[src/rtl/assert_macros.svh]
// Assertion macros for the key/value line tokeniser.
// No dependencies; define NO_ASSERTIONS to compile them out.
`ifndef ASSERT_MACROS_SVH
`define ASSERT_MACROS_SVH
`ifndef NO_ASSERTIONS
`define KVLT_ASSERT_IMP(lbl, clk, rst_n, ante, cons, msg) \
	lbl: assert property (@(posedge clk) disable iff (!rst_n) (ante) |-> (cons)) \
		else $error(msg);
`define KVLT_ASSERT_NXT(lbl, clk, rst_n, ante, cons, msg) \
	lbl: assert property (@(posedge clk) disable iff (!rst_n) (ante) |=> (cons)) \
		else $error(msg);
`else
`define KVLT_ASSERT_IMP(lbl, clk, rst_n, ante, cons, msg)
`define KVLT_ASSERT_NXT(lbl, clk, rst_n, ante, cons, msg)
`endif
`endif

[src/rtl/kvlt_pkg.sv]
// Shared types, constants and helpers for the key/value line tokeniser.
// No dependencies.
`default_nettype none
package kvlt_pkg;

	localparam int MAX_HELD_BLANKS = 32;
	localparam int HELD_CNT_W = $clog2(MAX_HELD_BLANKS + 1);
	localparam int HELD_IDX_W = (MAX_HELD_BLANKS > 1) ? $clog2(MAX_HELD_BLANKS) : 1;

	localparam int CMDQ_DEPTH = 2;
	localparam int CMDQ_PTR_W = (CMDQ_DEPTH > 1) ? $clog2(CMDQ_DEPTH) : 1;
	localparam int CMDQ_CNT_W = $clog2(CMDQ_DEPTH + 1);

	localparam logic [7:0] CH_NUL   = 8'h00;
	localparam logic [7:0] CH_HASH  = 8'h23;
	localparam logic [7:0] CH_EQ    = 8'h3D;
	localparam logic [7:0] CH_SPACE = 8'h20;
	localparam logic [7:0] CH_TAB   = 8'h09;
	localparam logic [7:0] CH_LF    = 8'h0A;
	localparam logic [7:0] CH_CR    = 8'h0D;

	typedef enum logic [1:0] {
		KIND_NAME  = 2'd0,
		KIND_VALUE = 2'd1,
		KIND_PAIR  = 2'd2,
		KIND_END   = 2'd3
	} kind_t;

	typedef enum logic [2:0] {
		CMD_NONE,
		CMD_NAME,
		CMD_HOLD,
		CMD_VALUE,
		CMD_PAIR,
		CMD_PAIR_END,
		CMD_END
	} cmd_op_t;

	typedef struct packed {
		cmd_op_t    op;
		logic [7:0] chr;
	} cmd_t;

	function automatic logic is_blank(input logic [7:0] b);
		return (b == CH_SPACE) || (b == CH_TAB);
	endfunction

	function automatic logic is_eol(input logic [7:0] b);
		return (b == CH_LF) || (b == CH_CR);
	endfunction

endpackage
`default_nettype wire

[src/rtl/kvlt_front.sv]
// Front end: tracks the line phase and turns each text word that calls for one into a command.
// Depends on kvlt_pkg.
`default_nettype none
module kvlt_front (
	input  wire logic          clk,
	input  wire logic          arst_n,
	input  wire logic          text_valid,
	input  wire logic [7:0]    text_byte,
	output logic               text_ready,
	input  wire logic          q_full,
	output logic               push,
	output kvlt_pkg::cmd_t     push_cmd
);

	typedef enum logic [2:0] {
		PH_SKIP     = 3'd0,
		PH_COMMENT  = 3'd1,
		PH_NAME     = 3'd2,
		PH_SEEK     = 3'd3,
		PH_AFTER_EQ = 3'd4,
		PH_VALUE    = 3'd5
	} phase_t;

	phase_t              phase_q, phase_d;
	kvlt_pkg::cmd_op_t   op;
	logic                val_path;
	logic                acc;

	assign text_ready = !q_full;
	assign acc = text_valid && text_ready;

	always_comb begin
		phase_d  = phase_q;
		op       = kvlt_pkg::CMD_NONE;
		val_path = 1'b0;
		unique case (phase_q)
			PH_COMMENT: begin
				if (text_byte == kvlt_pkg::CH_NUL) begin
					op = kvlt_pkg::CMD_END;
					phase_d = PH_SKIP;
				end else if (kvlt_pkg::is_eol(text_byte)) begin
					phase_d = PH_SKIP;
				end
			end
			PH_NAME: begin
				priority if (text_byte == kvlt_pkg::CH_NUL) begin
					op = kvlt_pkg::CMD_END;
					phase_d = PH_SKIP;
				end else if (kvlt_pkg::is_blank(text_byte)) begin
					phase_d = PH_SEEK;
				end else if (kvlt_pkg::is_eol(text_byte)) begin
					phase_d = PH_SKIP;
				end else if (text_byte == kvlt_pkg::CH_EQ) begin
					phase_d = PH_AFTER_EQ;
				end else begin
					op = kvlt_pkg::CMD_NAME;
				end
			end
			PH_SEEK: begin
				priority if (text_byte == kvlt_pkg::CH_NUL) begin
					op = kvlt_pkg::CMD_END;
					phase_d = PH_SKIP;
				end else if (text_byte == kvlt_pkg::CH_EQ) begin
					phase_d = PH_AFTER_EQ;
				end else if (kvlt_pkg::is_eol(text_byte)) begin
					phase_d = PH_SKIP;
				end
			end
			PH_AFTER_EQ: val_path = !kvlt_pkg::is_blank(text_byte);
			PH_VALUE:    val_path = 1'b1;
			default: begin
				phase_d = PH_SKIP;
				priority if (text_byte == kvlt_pkg::CH_NUL) begin
					op = kvlt_pkg::CMD_END;
				end else if (text_byte == kvlt_pkg::CH_HASH) begin
					phase_d = PH_COMMENT;
				end else if (text_byte == kvlt_pkg::CH_EQ) begin
					phase_d = PH_AFTER_EQ;
				end else if (!kvlt_pkg::is_blank(text_byte) &&
						!kvlt_pkg::is_eol(text_byte)) begin
					phase_d = PH_NAME;
					op = kvlt_pkg::CMD_NAME;
				end
			end
		endcase
		if (val_path) begin
			priority if (text_byte == kvlt_pkg::CH_NUL) begin
				op = kvlt_pkg::CMD_PAIR_END;
				phase_d = PH_SKIP;
			end else if (text_byte == kvlt_pkg::CH_HASH) begin
				op = kvlt_pkg::CMD_PAIR;
				phase_d = PH_COMMENT;
			end else if (kvlt_pkg::is_eol(text_byte)) begin
				op = kvlt_pkg::CMD_PAIR;
				phase_d = PH_SKIP;
			end else if (kvlt_pkg::is_blank(text_byte)) begin
				op = kvlt_pkg::CMD_HOLD;
				phase_d = PH_VALUE;
			end else begin
				op = kvlt_pkg::CMD_VALUE;
				phase_d = PH_VALUE;
			end
		end
	end

	assign push = acc && (op != kvlt_pkg::CMD_NONE);
	assign push_cmd.op = op;
	assign push_cmd.chr = text_byte;

	always_ff @(posedge clk or negedge arst_n) begin
		if (!arst_n) begin
			phase_q <= PH_SKIP;
		end else if (acc) begin
			phase_q <= phase_d;
		end
	end

endmodule
`default_nettype wire

[src/rtl/kvlt_cmd_fifo.sv]
// Short command queue between the front and back ends.
// Depends on kvlt_pkg.
`default_nettype none
module kvlt_cmd_fifo (
	input  wire logic            clk,
	input  wire logic            arst_n,
	input  wire logic            push,
	input  wire kvlt_pkg::cmd_t  push_cmd,
	output logic                 full,
	input  wire logic            pop,
	output logic                 head_valid,
	output kvlt_pkg::cmd_t       head
);

	kvlt_pkg::cmd_t                      slot_q [kvlt_pkg::CMDQ_DEPTH];
	logic [kvlt_pkg::CMDQ_PTR_W-1:0]     wr_q, rd_q;
	logic [kvlt_pkg::CMDQ_CNT_W-1:0]     cnt_q;
	logic                                do_pop;

	assign full       = (cnt_q == kvlt_pkg::CMDQ_CNT_W'(kvlt_pkg::CMDQ_DEPTH));
	assign head_valid = (cnt_q != '0);
	assign head       = slot_q[rd_q];
	assign do_pop     = pop && head_valid;

	function automatic logic [kvlt_pkg::CMDQ_PTR_W-1:0] nxt(
			input logic [kvlt_pkg::CMDQ_PTR_W-1:0] p);
		return (p == kvlt_pkg::CMDQ_PTR_W'(kvlt_pkg::CMDQ_DEPTH - 1)) ? '0 : p + 1'b1;
	endfunction

	always_ff @(posedge clk or negedge arst_n) begin
		if (!arst_n) begin
			wr_q  <= '0;
			rd_q  <= '0;
			cnt_q <= '0;
		end else begin
			if (push) wr_q <= nxt(wr_q);
			if (do_pop) rd_q <= nxt(rd_q);
			if (push && !do_pop) cnt_q <= cnt_q + 1'b1;
			else if (!push && do_pop) cnt_q <= cnt_q - 1'b1;
		end
	end

	always_ff @(posedge clk) begin
		if (push) slot_q[wr_q] <= push_cmd;
	end

endmodule
`default_nettype wire

[src/rtl/kvlt_back.sv]
// Back end: holds value blanks, flushes them and drives the token register.
// Depends on kvlt_pkg.
`default_nettype none
module kvlt_back (
	input  wire logic            clk,
	input  wire logic            arst_n,
	input  wire logic            head_valid,
	input  wire kvlt_pkg::cmd_t  head,
	output logic                 pop,
	output logic                 token_valid,
	input  wire logic            token_ready,
	output logic [1:0]           token_kind,
	output logic [7:0]           token_byte,
	output logic                 last_of_run
);

	logic                                tab_q [kvlt_pkg::MAX_HELD_BLANKS];
	logic [kvlt_pkg::HELD_CNT_W-1:0]     cnt_q, cnt_d, idx_q, idx_d;
	logic                                second_q, second_d;
	logic                                valid_q, adv, load, ld_last, hold_we;
	kvlt_pkg::kind_t                     kind_q, ld_kind;
	logic [7:0]                          byte_q, ld_byte;

	assign adv = !valid_q || token_ready;

	always_comb begin
		pop      = 1'b0;
		load     = 1'b0;
		ld_kind  = kvlt_pkg::KIND_NAME;
		ld_byte  = '0;
		ld_last  = 1'b0;
		cnt_d    = cnt_q;
		idx_d    = idx_q;
		second_d = second_q;
		hold_we  = 1'b0;
		if (head_valid) begin
			unique case (head.op)
				kvlt_pkg::CMD_HOLD: begin
					pop = 1'b1;
					if (cnt_q < kvlt_pkg::HELD_CNT_W'(kvlt_pkg::MAX_HELD_BLANKS)) begin
						hold_we = 1'b1;
						cnt_d = cnt_q + 1'b1;
					end
				end
				kvlt_pkg::CMD_NAME: if (adv) begin
					load = 1'b1; pop = 1'b1;
					ld_kind = kvlt_pkg::KIND_NAME; ld_byte = head.chr; ld_last = 1'b1;
				end
				kvlt_pkg::CMD_VALUE: if (adv) begin
					load = 1'b1;
					ld_kind = kvlt_pkg::KIND_VALUE;
					if (idx_q < cnt_q) begin
						ld_byte = tab_q[idx_q[kvlt_pkg::HELD_IDX_W-1:0]] ?
							kvlt_pkg::CH_TAB : kvlt_pkg::CH_SPACE;
						idx_d = idx_q + 1'b1;
					end else begin
						ld_byte = head.chr; ld_last = 1'b1; pop = 1'b1;
						idx_d = '0; cnt_d = '0;
					end
				end
				kvlt_pkg::CMD_PAIR: if (adv) begin
					load = 1'b1; pop = 1'b1; ld_kind = kvlt_pkg::KIND_PAIR;
					ld_last = 1'b1; cnt_d = '0;
				end
				kvlt_pkg::CMD_END: if (adv) begin
					load = 1'b1; pop = 1'b1; ld_kind = kvlt_pkg::KIND_END;
					ld_last = 1'b1; cnt_d = '0;
				end
				kvlt_pkg::CMD_PAIR_END: if (adv) begin
					load = 1'b1;
					if (!second_q) begin
						ld_kind = kvlt_pkg::KIND_PAIR; second_d = 1'b1;
					end else begin
						ld_kind = kvlt_pkg::KIND_END; ld_last = 1'b1;
						second_d = 1'b0; pop = 1'b1; cnt_d = '0;
					end
				end
				default: pop = 1'b1;
			endcase
		end
	end

	always_ff @(posedge clk or negedge arst_n) begin
		if (!arst_n) begin
			valid_q  <= 1'b0;
			cnt_q    <= '0;
			idx_q    <= '0;
			second_q <= 1'b0;
		end else begin
			if (adv) valid_q <= load;
			cnt_q    <= cnt_d;
			idx_q    <= idx_d;
			second_q <= second_d;
		end
	end

	always_ff @(posedge clk) begin
		if (load) begin
			kind_q <= ld_kind;
			byte_q <= ld_byte;
			last_of_run <= ld_last;
		end
		if (hold_we) tab_q[cnt_q[kvlt_pkg::HELD_IDX_W-1:0]] <= (head.chr == kvlt_pkg::CH_TAB);
	end

	assign token_valid = valid_q;
	assign token_kind  = kind_q;
	assign token_byte  = byte_q;

endmodule
`default_nettype wire

[src/rtl/key_value_line_tokenizer_core.sv]
// Key/value line tokeniser: front end, command queue, back end.
// Throughput: one text word per cycle while the command queue is not full; the back
// end gives one token per cycle while token_ready allows, so a value character after
// n held blanks yields n+1 tokens, and end of text in a value a pair and an end token.
// Reset (arst_n low, asynchronous): skip-whitespace phase, empty queue, no held blanks.
`default_nettype none
`include "assert_macros.svh"
module key_value_line_tokenizer_core (
	input  wire logic        clk,
	input  wire logic        arst_n,
	input  wire logic        text_valid,
	output logic             text_ready,
	input  wire logic [7:0]  text_byte,
	output logic             token_valid,
	input  wire logic        token_ready,
	output logic [1:0]       token_kind,
	output logic [7:0]       token_byte,
	output logic             last_of_run
);

	logic            q_full, push, pop, head_valid;
	kvlt_pkg::cmd_t  push_cmd, head;

	kvlt_front u_front (
		.clk        (clk),
		.arst_n     (arst_n),
		.text_valid (text_valid),
		.text_byte  (text_byte),
		.text_ready (text_ready),
		.q_full     (q_full),
		.push       (push),
		.push_cmd   (push_cmd)
	);

	kvlt_cmd_fifo u_fifo (
		.clk        (clk),
		.arst_n     (arst_n),
		.push       (push),
		.push_cmd   (push_cmd),
		.full       (q_full),
		.pop        (pop),
		.head_valid (head_valid),
		.head       (head)
	);

	kvlt_back u_back (
		.clk         (clk),
		.arst_n      (arst_n),
		.head_valid  (head_valid),
		.head        (head),
		.pop         (pop),
		.token_valid (token_valid),
		.token_ready (token_ready),
		.token_kind  (token_kind),
		.token_byte  (token_byte),
		.last_of_run (last_of_run)
	);

	`KVLT_ASSERT_IMP(a_end_is_last, clk, arst_n, token_valid && (token_kind == kvlt_pkg::KIND_END), last_of_run, "end of text not last of run")
	`KVLT_ASSERT_IMP(a_mark_byte_zero, clk, arst_n, token_valid && ((token_kind == kvlt_pkg::KIND_END) || (token_kind == kvlt_pkg::KIND_PAIR)), token_byte == 8'h00, "marker word carries a byte")
	`KVLT_ASSERT_NXT(a_pair_then_end, clk, arst_n, token_valid && token_ready && (token_kind == kvlt_pkg::KIND_PAIR) && !last_of_run, token_valid && (token_kind == kvlt_pkg::KIND_END), "pair mark not followed by end")

endmodule
`default_nettype wire
[config.mk]
export PLATFORM = sky130hd
export DESIGN_NAME = key_value_line_tokenizer_core
export DESIGN_NICKNAME = d
export VERILOG_FILES = /design/src/rtl/kvlt_pkg.sv /design/src/rtl/kvlt_front.sv /design/src/rtl/kvlt_cmd_fifo.sv /design/src/rtl/kvlt_back.sv /design/src/rtl/key_value_line_tokenizer_core.sv
export VERILOG_INCLUDE_DIRS = /design/src /design/src/rtl
export SDC_FILE = /design/constraint.sdc
export NUM_CORES = 1
export LEC_CHECK = 0
export BUFFER_PORTS_ARGS = -buffer_cell sky130_fd_sc_hd__buf_2
export CAP_MARGIN = 5
export CORE_UTILIZATION = 55
export CTS_BUF_LIST = sky130_fd_sc_hd__clkbuf_4 sky130_fd_sc_hd__clkbuf_8
export CTS_CLUSTER_DIAMETER = 80
export DETAILED_ROUTE_END_ITERATION = 10
export PLACE_DENSITY = 0.71
export SYNTH_ARGS = -nofsm -noshare
export SYNTH_HDL_FRONTEND = slang
export SYNTH_SLANG_ARGS = --single-unit
[constraint.sdc]
create_clock -name clk -period 2.7 [get_ports clk]
set_input_delay 0.54 -clock clk [delete_from_list [all_inputs] [get_ports clk]]
set_output_delay 0.54 -clock clk [all_outputs]
set_load 0.05 [all_outputs]
=== Word-level counts from Yosys, hierarchy flattened ===
Memories as Yosys holds them, arrays and structs flattened.
Index checks and enable logic that the tools add are counted.

* Mux-type cells: 74
* $lt $le $gt $ge: 2
* Reduce and logical (&&, ||, !) cells: 29
* Eq/ne operators: 27
* Add/subtract/negate cells: 6

{| class="wikitable"
|+ Operators by type and width
! kind !! count
|-
| 3-bit two-way mux || 26
|-
| 6-bit two-way mux || 8
|-
| 8-bit by 4-bit == test with 1-bit output, second input constant || 4
|-
| 8-bit by 6-bit == test with 1-bit output, second input constant || 3
|-
| 8-bit two-way mux || 3
|-
| 6-bit case mux with 4 select lines || 1
|-
| 1-bit two-way mux || 23
|-
| 8-bit case mux with 2 select lines || 1
|-
| 3-bit == test, second input constant || 5
|-
| 6-bit by 1-bit adder with 6-bit output, second input constant || 2
|-
| 3-bit by 2-bit == test with 1-bit output, second input constant || 4
|-
| 2-bit two-way mux || 6
|-
| 2-bit by 1-bit inequality test with 1-bit output, second input constant || 6
|-
| 3-bit case mux with 4 select lines || 1
|-
| 3-bit case mux with 3 select lines || 1
|-
| 3-bit AND reduction || 3
|-
| 8-bit zero test || 1
|-
| 2-bit case mux with 4 select lines || 1
|-
| 8-bit AND reduction || 1
|-
| 3-bit by 1-bit == test with 1-bit output, second input constant || 2
|-
| 1-bit logical AND || 6
|-
| 1-bit zero test || 6
|-
| 6-bit less-than comparator || 1
|-
| 6-bit less-than comparator, second input constant || 1
|-
| other kinds (15) || 22
|}

* Memories kept: 2
* Memory bits (writable): 54
* Bits in registers: 32
* Word-level logic and storage cells: 151
* Output and inout port bits: 13

{| class="wikitable"
|+ Memories
! name !! depth !! bits a word !! rd ports !! clocked after Yosys merged registers in !! write ports !! line !! RTL
|-
| u_back.tab_q || 32 || 1 || 1 || 0 || 1 || kvlt_back.sv:17 || <nowiki>logic tab_q [kvlt_pkg::MAX_HELD_BLANKS];</nowiki>
|-
| u_fifo.slot_q || 2 || 11 || 1 || 0 || 1 || kvlt_cmd_fifo.sv:15 || <nowiki>kvlt_pkg::cmd_t slot_q [kvlt_pkg::CMDQ_DEPTH];</nowiki>
|}

=== Longest topological paths before layout ===
* Word-level depth: 16
* Depth in mapped cells: 12

=== By module ===
From an unflattened synthesis, not the netlist that was laid out.

* Cell total of the unflattened synthesis: 405
* Area, all modules: 4680.7 um2

{| class="wikitable"
|+ By module, submodules not included
! module !! sequential area each (um2) !! area each (um2) !! cells each !! times used
|-
| kvlt_back || 1641.6 || 2945.3 || 245 || 1
|-
| kvlt_cmd_fifo || 760.7 || 997.2 || 50 || 1
|-
| kvlt_front || 75.1 || 738.2 || 110 || 1
|}

=== Least setup slack after synthesis ===
Ideal clock, no wire load.

* Path kind: in2reg
* Start point: input text_byte[5]
* End point: memory u_fifo.slot_q[0][0] in the netlist's numbering (enable)
* Data arrival time: 2243 ps
* Stages on the path: 6
* Setup slack: 77 ps
* Cells stage by stage: buf_2 -> and3b_2 -> o211ai_1 -> o21ai_0 -> a31oi_1 -> nor2b_1

* Longest elaborated chain between the ends: 14
* Elaborated cells on any way between the ends: 32
* Classes of those cells: eq/ne: 6; mux: 18; reduce/logical: 8

{| class="wikitable"
|+ Ends and longest elaborated chain
! what !! line !! RTL
|-
| start, declared || key_value_line_tokenizer_core.sv:13 || <nowiki>input wire logic [7:0] text_byte,</nowiki>
|-
| 8-bit by 6-bit == test with 1-bit output (tied with other cells) || kvlt_pkg.sv:45 || <nowiki>return (b == CH_SPACE) || (b == CH_TAB);</nowiki>
|-
| 1-bit logical OR, on equally long branches || kvlt_pkg.sv:45, kvlt_pkg.sv:49 ||
|-
| 1-bit zero test, on equally long branches || kvlt_front.sv:69, kvlt_front.sv:79, kvlt_front.sv:80 ||
|-
| 1-bit logical AND || kvlt_front.sv:79 || <nowiki>end else if (!kvlt_pkg::is_blank(text_byte) &&</nowiki>
|-
| 1-bit two-way mux || kvlt_front.sv:79 ||
|-
| 3-bit two-way mux || kvlt_front.sv:77 || <nowiki>end else if (text_byte == kvlt_pkg::CH_EQ) begin</nowiki>
|-
| 3-bit two-way mux || kvlt_front.sv:75 || <nowiki>end else if (text_byte == kvlt_pkg::CH_HASH) begin</nowiki>
|-
| 3-bit two-way mux || kvlt_front.sv:73 || <nowiki>priority if (text_byte == kvlt_pkg::CH_NUL) begin</nowiki>
|-
| 3-bit case mux with 3 select lines || kvlt_front.sv:36 || <nowiki>unique case (phase_q)</nowiki>
|-
| 3-bit two-way mux * || kvlt_front.sv:86 || <nowiki>if (val_path) begin</nowiki>
|-
| 3-bit nonzero test * || kvlt_front.sv:106 || <nowiki>assign push = acc && (op != kvlt_pkg::CMD_NONE);</nowiki>
|-
| 1-bit logical AND * || kvlt_front.sv:106 ||
|-
| named net push || key_value_line_tokenizer_core.sv:21 || <nowiki>logic q_full, push, pop, head_valid;</nowiki>
|-
| 1-bit two-way mux * || kvlt_cmd_fifo.sv:44 || <nowiki>if (push) slot_q[wr_q] <= push_cmd;</nowiki>
|-
| 1-bit two-way mux (implied by the code) * || kvlt_cmd_fifo.sv:44 ||
|-
| end, declared || kvlt_cmd_fifo.sv:15 ||
|}

The timed path passes the listed nets; every way through them passes the cells marked *.

=== Worst setup path in the final report ===
* Start point: register u_back.cnt_q[3] in the netlist's numbering
* End point: register u_fifo.cnt_q[1] in the netlist's numbering

* Longest elaborated chain between the ends: 9
* Elaborated cells on any way between the ends: 11
* Classes of those cells: order compare: 1; mux: 5; reduce/logical: 5

{| class="wikitable"
|+ Ends and longest elaborated chain
! what !! line !! RTL
|-
| start, declared || kvlt_back.sv:18 || <nowiki>logic [kvlt_pkg::HELD_CNT_W-1:0] cnt_q, cnt_d, idx_q, idx_d;</nowiki>
|-
| start signal, assigned || kvlt_back.sv:91 || <nowiki>cnt_q <= cnt_d;</nowiki>
|-
| 6-bit less-than comparator * || kvlt_back.sv:52 || <nowiki>if (idx_q < cnt_q) begin</nowiki>
|-
| 1-bit two-way mux * || kvlt_back.sv:52 ||
|-
| 1-bit two-way mux * || kvlt_back.sv:49 || <nowiki>kvlt_pkg::CMD_VALUE: if (adv) begin</nowiki>
|-
| 1-bit case mux with 3 select lines * || kvlt_back.sv:37 || <nowiki>unique case (head.op)</nowiki>
|-
| 1-bit two-way mux * || kvlt_back.sv:36 || <nowiki>if (head_valid) begin</nowiki>
|-
| 1-bit logical AND * || kvlt_cmd_fifo.sv:23 || <nowiki>assign do_pop = pop && head_valid;</nowiki>
|-
| 1-bit zero test || kvlt_cmd_fifo.sv:38 || <nowiki>if (push && !do_pop) cnt_q <= cnt_q + 1'b1;</nowiki>
|-
| 1-bit logical AND || kvlt_cmd_fifo.sv:38 ||
|-
| 2-bit two-way mux or 2-bit nonzero test (tied branches) || -- ||
|-
| end signal, assigned || kvlt_cmd_fifo.sv:38 ||
|-
| end signal, assigned || kvlt_cmd_fifo.sv:39 || <nowiki>else if (!push && do_pop) cnt_q <= cnt_q - 1'b1;</nowiki>
|-
| end, declared || kvlt_cmd_fifo.sv:17 || <nowiki>logic [kvlt_pkg::CMDQ_CNT_W-1:0] cnt_q;</nowiki>
|}

Every way passes the cells marked *; elsewhere a longest branch is shown, timed or not.
A chain may end at the register's enable or synchronous reset.

==> impl_metrics.csv <==
group,metric,value,unit
outcome,status,"complete, no violations",
synthesis,ys_ff_latch,86,
global_route,grt_pass1_vias,2994,
route,routed_wl,8790,um
global_route,grt_pass1_wl,14500,um
floorplanning,coreArea,0.00781,mm^2
synthesis,synthTopCellsByArea,"edfxtp_1 44%, dfrtp_1 12%, mux2i_1 6.0%",
timing,post-route-min-period,2.42,ns
final_layout,diodes,0,
clocking,cts.sinks,86,
synthesis,dominantRegCellSynth,"edfxtp_1",
final_layout,n_fill_cell,645,
worst_setup_path,r2r_slack,0.28,ns
power,p_per_area,994,mW/mm^2
clocking,cts_resized,0,
route,firstDrtPassIters,5,
floorplanning,start_util,57.3,%
timing,max_freq,414,MHz
route,met3_length,505,um
final_layout,synthToLayoutAreaGrowth,10.4,%
clocking,cts_root_buffer,"clkbuf_8",
global_route,gr-total-overflow,0,
global_route,grt_usage,22.3,%
worst_setup_path,critPathArrivalTime,2.65,ns
synthesis,ys_seq_area_share,55.4,%
floorplanning,die_area,0.00849,mm^2
synthesis,async_reset_ff_share,24.4,%
power,ir_worst_vdd,795,uV
synthesis,synth_area,0.00447,mm^2
clocking,cts_hold_buf,0,
worst_setup_path,rr_endpoint,"u_fifo.cnt_q[1]",
floorplanning,rows,32,
timing,tns,0,ns
synthesis,synth_top_area_cell,"edfxtp_1",
min_path,min_path_type,"input port to async pin",
clocking,clkTransAtPathRegs,0.09,ns
worst_setup_path,timing.critical_path.from_type,"flop",
final_layout,final_layout_size_suffix_gt1_share,15.0,%
final_layout,fin_nets,466,
synthesis,synth_edf_count,65,
power,p_leak,1.75,nW
timing,relSlewSlack,67.7,%
floorplanning,ioPinCount,25,
job,drv_cap,0,
synthesis,yosysUniqueCellTypes,62,
clocking,postCtsSetupRepairBufs,0,
timing,setup_violations,0,
clocking,cts.path.max_buffers,2,
clocking,insertion_delay,0.36,ns
worst_setup_path,crit_fanout,8,
worst_setup_path,max_stage_delay,0.49,ns
worst_setup_path,r2r_cells,11,
route,drt-wirelength-per-cell,16.0,um
timing,tightestPinTransition,0.471,ns
global_route,grt_max_degree,33,
final_layout,final_core_util,63.2,%
route,vias_per_cell,5.88,
worst_setup_path,timing.rr.start,"u_back.cnt_q[3]",
floorplanning,die_y,92.2,um
global_route,grt_antenna_before_repair,0,
clocking,cts_tree,"yes",
synthesis,yosys_warnings,0,
synthesis,syn_area_per_cell,10.9,um^2
timing,rsz0062_at_grt,"false",
route,highest_layer,"met4",
placed_design,dp.final_hpwl,6330,um
worst_setup_path,crit_path_end_kind,"flop",
clocking,numCtsBuffers,9,
route,first_iter_violations,184,
timing,hold_viol,0,
route,wl_met1,4040,um
worst_setup_path,crit_family,"compound AO/OA/AOI/OAI gates",
timing,skew,0.0112,ns
worst_setup_path,crit_type,"flop to flop",
route,ant_nets,0,
synthesis,netlist_instances,410,
synthesis,synth_top_area_share,43.7,%
floorplanning,die_width,92.2,um
timing,min_period_over_period,89.5,%
timing,maxSlewViolCount,0,
worst_setup_path,path_buf_inv,1,
power,total_power,0.00491,W
worst_setup_path,worstPathCellList,"inv_1, ha_1, a211o_1, a21oi_1, o21ai_1, nand2_1, a31o_2, ha_1, xor2_1, nor2_1, xor2_1",
placed_design,gp_congestion,0.845,
route,routed-via-count,3233,
placed_design,numPortBuffers,24,
worst_setup_path,cpMaxStageDelayCell,"dfrtp_1",
route,drc,0,
synthesis,synthesis.nets,433,
route,wl_met2,4160,um
worst_setup_path,required,2.93,ns
clocking,h-tree-depth,3,
==> flip-flops by register name, indices dropped and copies added, names as in the netlist <==
signal / cells
u_back.cnt_q: 6
u_back.idx_q: 6
u_back.last_of_run: 1
u_back.second_q: 1
u_back.tab_q: 32
u_back.token_byte: 8
u_back.token_kind: 2
u_back.token_valid: 1
u_fifo.cnt_q: 2
u_fifo.rd_q: 1
u_fifo.slot_q: 22
u_fifo.wr_q: 1
u_front.phase_q: 3
==> placed cells by master, fill, tap and decap left out, drive strengths merged, types with 7 or more instances in the layout <==
master,count
mux2i,27
a31oi,7
edfxtp,65
clkbuf,9
a21oi,13
nand3,21
nand2,35
inv,10
ha,11
nor2b,7
buf,38
dfrtp,21
o21ai,26
nor2,60
==> power breakdown <==
group	internal (W)	leakage [nW]	total [W]	switching, W
clock	0.000334	0.0773	0.000801	0.000467
sequential	0.00176	0.827	0.00202	0.000259
combinational	0.000766	0.848	0.00208	0.00132
total	0.00286	1.75	0.00491	0.00204
==> cells by family (layout without fill, tap and decap cells) <==
family	Yosys count	count (layout)	synth area share, %
xor gates and xnor gates	7	7	1.37
adders and majority gates	11	11	3.08
DFF	86	86	55.4
muxes	28	28	6.30
AOI/OAI and AO/OA	84	84	12.6
buffers and inverters	25	63	2.35
and+or+nand+nor	169	169	18.9
==> how the worst max path moves through the flow <==
stage          slack [ns]             endpoint       startpoint  cells past startpoint
6_report             0.28      u_fifo.cnt_q[1]  u_back.cnt_q[3]                     11
5_1_grt              0.05      u_fifo.cnt_q[1]  u_back.cnt_q[3]                     10
4_1_cts              0.28      u_fifo.cnt_q[1]  u_back.cnt_q[3]                     11
3_5_place_dp         0.04      u_fifo.cnt_q[1]     text_byte[2]                      9
3_3_place_gp         0.12      u_fifo.cnt_q[1]     text_byte[1]                     10
2_1_floorplan        0.08  u_fifo.slot_q[0][0]     text_byte[5]                      6
==> cell usage after synthesis (5+ instances only) <==
cell type and number:
edfxtp_1 65, nor2_1 60, nand2_1 35, mux2i_1 27
o21ai_0 24, dfrtp_1 21, nand3_1 21, a21oi_1 12
ha_1 11, inv_1 8, a31oi_1 7, clkbuf_1 7
nor2b_1 7, buf_2 6, nor3_1 6, nand2b_1 5
o22ai_1 5
==> stage by stage <==
stage	setup slack (ns)	cells	instance area [um^2]	hold slack [ns]
detailed placement	0.0410	534	4760	0.480
global route	0.0539	550	4940	0.165
finish	0.284	550	4940	0.126
global placement	0.117	534	4760	0.478
CTS	0.282	550	4940	0.136
floorplan	0.0770	410	4470	0.244
==> final cells by class <==
| type | count | area, um^2 | area share [%] |
|---|---|---|---|
| clock buffer | 9 | 124 | 2.51 |
| clock inverter | 7 | 47.5 | 0.963 |
| inverter | 9 | 33.8 | 0.684 |
| sequential | 86 | 2480 | 50.2 |
| multi-input combinational | 299 | 1890 | 38.3 |
| tap | 102 | 128 | 2.59 |
| timing repair buffer | 38 | 238 | 4.82 |
==> routing by layer <==
metal,GRT usage [%],vias to the layer above
met4,5.86,0
met1,31.7,1534
met3,4.23,8
met5,0,-
li1,-,1593
met2,35.1,98
No activity file was read; power rests on OpenSTA's default activity.
